`config.mk`:
```
export PLATFORM = sky130hd
export DESIGN_NAME = bf16_stream_top_k_select
export DESIGN_NICKNAME = d
export VERILOG_FILES = /design/src/sv/bf16_topk_pkg.sv /design/src/sv/bf16_topk_cell.sv /design/src/sv/bf16_stream_top_k_select.sv
export SDC_FILE = /design/constraint.sdc
export NUM_CORES = 1
export LEC_CHECK = 0
export BUFFER_PORTS_ARGS = -buffer_cell sky130_fd_sc_hd__buf_2
export CORE_ASPECT_RATIO = 1.5
export CORE_UTILIZATION = 56
export DETAILED_ROUTE_END_ITERATION = 8
export PLACE_DENSITY = 0.74
export SLEW_MARGIN = 10
export SYNTH_ARGS = -nofsm -noshare
export SYNTH_HDL_FRONTEND = slang
export SYNTH_SLANG_ARGS = --single-unit
```
`constraint.sdc`:
```
create_clock -name clk -period 20.5 [get_ports clk]
set_input_delay 2.05 -clock clk [delete_from_list [all_inputs] [get_ports clk]]
set_output_delay 2.05 -clock clk [all_outputs]
set_load 0.01 [all_outputs]
```
`src/sv/bf16_topk_pkg.sv`:
```
package bf16_topk_pkg;

  localparam int TOP_K_DEF      = 8;
  localparam int TILE_LANES_DEF = 32;

  localparam logic [15:0] MAG_MASK    = 16'h7FFF;
  localparam logic [15:0] SIGN_BIT    = 16'h8000;
  localparam logic [15:0] KEY_MASK    = 16'hFFFF;
  localparam logic [31:0] EMPTY_ID    = 32'hFFFF_FFFF;

  typedef struct packed {
    logic [15:0] value;
    logic        last;
  } in_t;

  typedef struct packed {
    logic [31:0] value_fp32;
    logic [31:0] id;
    logic [2:0]  rank;
    logic        end_of_list;
  } out_t;

  // one kept entry of the list
  typedef struct packed {
    logic        valid;
    logic [15:0] key;
    logic [15:0] value;
    logic [31:0] id;
  } entry_t;

  // per-cycle command broadcast to every cell
  typedef struct packed {
    logic   load;   // an item is accepted this cycle
    logic   shift;  // list moves one place toward rank 0
    entry_t ent;    // candidate entry of the accepted item
  } cell_ctl_t;

  function automatic logic [15:0] zero_fold(input logic [15:0] bits);
    return ((bits & MAG_MASK) != 16'h0000) ? bits : 16'h0000;
  endfunction

  // order-preserving key: negatives complement, positives get bit 15 set
  function automatic logic [15:0] order_key(input logic [15:0] bits);
    return ((bits & SIGN_BIT) != 16'h0000) ? (~bits & KEY_MASK) : (bits | SIGN_BIT);
  endfunction

endpackage

```
`src/sv/bf16_topk_cell.sv`:
```
module bf16_topk_cell
  import bf16_topk_pkg::*;
(
  input  logic      clk,
  input  logic      rst,
  input  cell_ctl_t ctl,
  input  entry_t    prev_ent,
  input  logic      prev_ins,
  input  entry_t    next_ent,
  output entry_t    ent,
  output logic      ins
);

  entry_t ent_next;

  // candidate belongs at or above this slot; strict compare keeps ties stable
  assign ins = ctl.load && (!ent.valid || (ent.key < ctl.ent.key));

  always_comb begin
    ent_next = ent;
    if (ctl.shift) begin
      ent_next = next_ent;
    end else if (ins) begin
      ent_next = prev_ins ? prev_ent : ctl.ent;
    end
  end

  always_ff @(posedge clk) begin
    if (rst) begin
      ent.valid <= 1'b0;
    end else begin
      ent.valid <= ent_next.valid;
    end
    ent.key   <= ent_next.key;
    ent.value <= ent_next.value;
    ent.id    <= ent_next.id;
  end

endmodule

```
`src/sv/bf16_stream_top_k_select.sv`:
```
// Channel   Dir  Handshake              Payload
// in        in   in_valid / in_ready    in_data   (in_t: value, last)
// out       out  out_valid / out_ready  out_data  (out_t: value_fp32, id, rank, end_of_list)
// cfg       in   cfg_wr_en              cfg_wr_data (start_tile)
//
// Scan: one item per cycle; each item is inserted into a chain of TOP_K cells in the cycle it
// is accepted. After the item marked last, the chain shifts out toward rank 0 one result per
// cycle while the output is not stalled, TOP_K results in all, with in_ready low until the last
// result is in the output register. Reset (rst, synchronous) empties the list, zeroes the
// position and start_tile. A stalled output holds the chain in place.
module bf16_stream_top_k_select
  import bf16_topk_pkg::*;
#(
  parameter int TOP_K      = TOP_K_DEF,
  parameter int TILE_LANES = TILE_LANES_DEF
) (
  input  logic        clk,
  input  logic        rst,
  input  logic        in_valid,
  output logic        in_ready,
  input  in_t         in_data,
  output logic        out_valid,
  input  logic        out_ready,
  output out_t        out_data,
  input  logic        cfg_wr_en,
  input  logic [15:0] cfg_wr_data
);

  localparam int CW = (TOP_K > 1) ? $clog2(TOP_K) : 1;

  typedef enum logic [1:0] {
    ST_SCAN  = 2'b01,
    ST_DRAIN = 2'b10
  } state_t;

  state_t      state, state_next;
  logic [15:0] start_tile;
  logic [31:0] position;
  logic [CW-1:0] cnt;
  logic        in_fire;
  logic        drain_step;
  logic [15:0] folded;
  cell_ctl_t   ctl;

  entry_t ent      [TOP_K];
  entry_t prev_ent [TOP_K];
  entry_t next_ent [TOP_K];
  logic   ins      [TOP_K];
  logic   prev_ins [TOP_K];

  assign in_ready   = (state == ST_SCAN);
  assign in_fire    = in_valid && in_ready;
  assign drain_step = (state == ST_DRAIN) && (!out_valid || out_ready);

  assign folded        = zero_fold(in_data.value);
  assign ctl.load      = in_fire;
  assign ctl.shift     = drain_step;
  assign ctl.ent.valid = 1'b1;
  assign ctl.ent.key   = order_key(folded);
  assign ctl.ent.value = folded;
  assign ctl.ent.id    = 32'(start_tile) * 32'(TILE_LANES) + position;

  for (genvar i = 0; i < TOP_K; i++) begin : g_cell
    if (i == 0) begin : g_head
      assign prev_ent[i] = ctl.ent;
      assign prev_ins[i] = 1'b0;
    end else begin : g_body
      assign prev_ent[i] = ent[i-1];
      assign prev_ins[i] = ins[i-1];
    end
    if (i == TOP_K - 1) begin : g_tail
      assign next_ent[i] = '0;
    end else begin : g_mid
      assign next_ent[i] = ent[i+1];
    end

    bf16_topk_cell u_cell (
      .clk      (clk),
      .rst      (rst),
      .ctl      (ctl),
      .prev_ent (prev_ent[i]),
      .prev_ins (prev_ins[i]),
      .next_ent (next_ent[i]),
      .ent      (ent[i]),
      .ins      (ins[i])
    );
  end

  always_comb begin
    state_next = state;
    unique case (state)
      ST_SCAN: begin
        if (in_fire && in_data.last) state_next = ST_DRAIN;
      end
      ST_DRAIN: begin
        if (drain_step && (cnt == CW'(TOP_K - 1))) state_next = ST_SCAN;
      end
      default: state_next = ST_SCAN;
    endcase
  end

  always_ff @(posedge clk) begin
    if (rst) begin
      state      <= ST_SCAN;
      start_tile <= 16'h0000;
      position   <= 32'h0;
      cnt        <= '0;
      out_valid  <= 1'b0;
    end else begin
      state <= state_next;
      if (cfg_wr_en) start_tile <= cfg_wr_data;
      if (in_fire) begin
        position <= in_data.last ? 32'h0 : position + 32'h1;
      end
      if (drain_step) begin
        cnt       <= (cnt == CW'(TOP_K - 1)) ? '0 : cnt + CW'(1);
        out_valid <= 1'b1;
      end else if (out_ready) begin
        out_valid <= 1'b0;
      end
    end
  end

  always_ff @(posedge clk) begin
    if (drain_step) begin
      out_data.value_fp32  <= ent[0].valid ? {ent[0].value, 16'h0000} : 32'h0;
      out_data.id          <= ent[0].valid ? ent[0].id : EMPTY_ID;
      out_data.rank        <= 3'(cnt);
      out_data.end_of_list <= (cnt == CW'(TOP_K - 1));
    end
  end

endmodule
```
==> results by group <==
Run status
  – Status: completed

Timing
  – Max Clock Freq: 130 MHz
  – Final setup fails: 0
  – Least-Margin Pin Slew: 1200 ps
  – Final Cycle Share: 37.5%
  – Fin Setup TNS: 0 ps
  – RSZ-0062 raised after global routing: no
  – PnR worst setup slack: 12800 ps
  – Worst rel slew slack: 19.5%
  – Min cycle time layout: 7700 ps
  – Max Slew Vio Count: 0
  – Endpoints failing hold: 0
  – Final Skew: 42.1 ps

Setup path
  – Crit. End Element: register
  – CP arrival: 8170 ps
  – CP max FO: 41
  – Startpoint Class: primary input
  – Setup crit end: g_cell[3].u_cell.ent[31]
  – Setup CP Type: in2reg
  – R2R Path Start: state[0]
  – CP Launch Point: in_data[1]
  – R2R cell count: 7
  – Crit path required time: 20970 ps
  – RR Endpoint: g_cell[3].u_cell.ent[56]
  – Reg2reg setup slack: 15290 ps

Job
  – Max-cap violations: 0

Detailed routing
  – WL per Instance: 24.2 um
  – Antenna-violating nets left: 0
  – DRC violations left: 0
  – Via density: 6.54
  – Final WL: 98000 um
  – Initial DRC count: 2664
  – Total number of vias: 26433
  – Drt pass-1 iters: 7

Clock tree
  – CTS max path bufs: 3
  – Clock Latency Late Sink: 660 ps
  – Hold buffer count at CTS: 0
  – Reg clk slew, reported paths: 70 ps
  – Clock tree from TritonCTS: yes
  – Sink Count: 626
  – Root buf cell: clkbuf_16
  – CTS Buf Count: 59
  – Post-CTS Setup Bufs: 0
  – H-Tree Depth: 2
  – PostCTS Resize Cnt: 0

Yosys
  – Mux cell area share after synthesis: 5.16%
  – Xor and xnor fraction of the mapped netlist area: 1.16%
  – Count leader, synth: edfxtp_1
  – Synthesized instance count: 3280
  – Largest family of logic cells by synthesized area: compound AO/OA/AOI/OAI gates
  – Area leader, netlist: edfxtp_1
  – Flops & latches, synth: 626
  – Seq/Total Area, Yosys: 52.8%
  – Synth Area in Simple Gates: 15.1%
  – Synthesized area: 33200 sq um
  – Synth unique cells: 68
  – Area contributors post-synth: edfxtp_1 (45%), dfxtp_1 (7.6%), nor2_1 (5.4%), mux2i_1 (5.1%), ha_1 (4.9%)
  – Async SR Flop Fraction: 0%
  – Area share of fa/ha/maj cells after synthesis: 5.03%
  – Synth Area per Inst: 10.1 sq um
  – Post-synthesis compound-gate area fraction: 16.8%
  – EDFF count, synth: 500
  – YS warnings: 0
  – Most instantiated cells after synthesis: edfxtp_1 (500), nor2_1 (478), nand2_1 (342)
  – Top-area cell type share of the netlist area: 45.2%
  – Main synth FF type: edfxtp_1

Final layout
  – Share of post-route cells with drive strength above 1: 8.12%
  – Layout Cells excl Fill: 4043
  – Layout area overhead: 8.45%
  – Post-layout nets: 3384

Floorplan
  – Core area: 58800 sq um
  – Die H: 300 um
  – Starting Density: 56.5%
  – Die area: 60300 sq um
  – Num ports: 108
  – Row Count: 109
  – Die X: 201 um

GRT
  – Largest net degree at the start of global routing: 166
  – Grt total ovfl: 0
  – Global-route wire length before repair: 150000 um
  – Vias in the first global route: 25749
  – Initial antenna violation count: 2
  – Gr usage total: 32.0%

Min path
  – HP Class: reg2reg
  – Hold depth: 2

Placement
  – Post-detail-place hpwl: 59000 um
  – Worst slack at placement: 12270 ps
  – Port-buffer cells: 91
  – GP Congestion: 0.922
  – Post-placement cell count: 3930

Power and ir drop
  – Total Power: 0.00354 W
  – Worst vdd ir: 0.0774 mV
  – Power Density: 98.3 nW/um^2
  – Pleak: 13.8 nW
report_power, final:
part / total, W / internal [W] / switching, W
sequential: 0.00173 / 0.00160 / 0.000126
clock: 0.00117 / 0.000663 / 0.000506
combinational: 0.000646 / 0.000218 / 0.000427
total: 0.00354 / 0.00248 / 0.00106
sequential cells by signal (all words and copies together), names as in the netlist:
register / flops
start_tile: 16
g_cell.u_cell.ent: 520
out_valid: 1
state: 2
cnt: 3
out_data: 52
position: 32
kinds of logic after synthesis:
logic type,after synthesis
AO/OA/AOI/OAI,839
XOR/XNOR,44
adder cells (fa/ha/maj),133
buffers and inverters,313
flip-flops,626
multiplexers,171
other,1
AND/OR/NAND/NOR,1153
area by class of cell:
type / count / area, sq um
multi-input combinational: 2356 / 14500
sequential: 626 / 17500
inverter: 42 / 168
fill: 4724 / 22800
tap: 777 / 972
timing repair buffer: 129 / 741
clock buffer: 83 / 1720
antenna: 2 / 5.00
clock inverter: 28 / 332
metrics by stage:
step | hold slack [ps] | instance area [sq um] | util, %
finish | 465 | 36000 | 61.3
global route | 492 | 36000 | 61.3
CTS | 465 | 36000 | 61.3
detailed placement | 455 | 34000 | 57.8
global placement | 439 | 34000 | 57.8
floorplan | 432 | 33300 | -
worst max-delay path, stage by stage:
cell and delay, ps:
buf_2 240, or4_4 510, o41ai_4 530, buf_4 370, mux2i_1 290, inv_1 360, ha_1 200, and3_1 150
nand3_1 120, or3_1 420, a221oi_1 420, o21ai_4 130, a21oi_4 870, nand2_4 610, buf_4 510, o21ai_0 280
worst min path at each step:
stage	startpoint	endpoint	slack, ps
final	g_cell[7].u_cell.ent[7]	g_cell[7].u_cell.ent[7]	470
after global routing	cnt[1]	out_data[2]	490
after CTS	g_cell[7].u_cell.ent[7]	g_cell[7].u_cell.ent[7]	470
after detailed placement	g_cell[7].u_cell.ent[7]	g_cell[7].u_cell.ent[7]	460
after global placement	g_cell[7].u_cell.ent[7]	g_cell[7].u_cell.ent[7]	440
after floorplan	g_cell[7].u_cell.ent[7]	g_cell[7].u_cell.ent[7]	430
per-layer routing:
metal	global-route usage (%)	up-vias	wire length [um]	share of wire, %
met3	4.79	273	8220	8.4
met4	14.0	0	4040	4.1
met2	54.8	1359	48000	49
met5	0	-	0	0
li1	-	11998	-	-
met1	40.2	12803	37700	39
layout by cell type (no fill, tap or decap), types with 20 or more instances in the layout:
master and count:
a21oi_1 182, a31oi_1 54, nor2_1 478, xor2_1 21, nor3_1 72, xnor2_1 23, nand3_1 96, and2_1 20
dfxtp_1 125, a22oi_1 33, o31ai_1 36, edfxtp_1 500, mux2i_1 170, ha_1 131, o32ai_1 23, nand2_1 337
a211oi_1 33, a221o_1 89, buf_2 91, clkbuf_16 62, o22ai_1 41, buf_4 38, nand2b_1 42, a21o_1 45
o21ai_0 198, inv_1 38
Power figures use the tool's default switching activity.
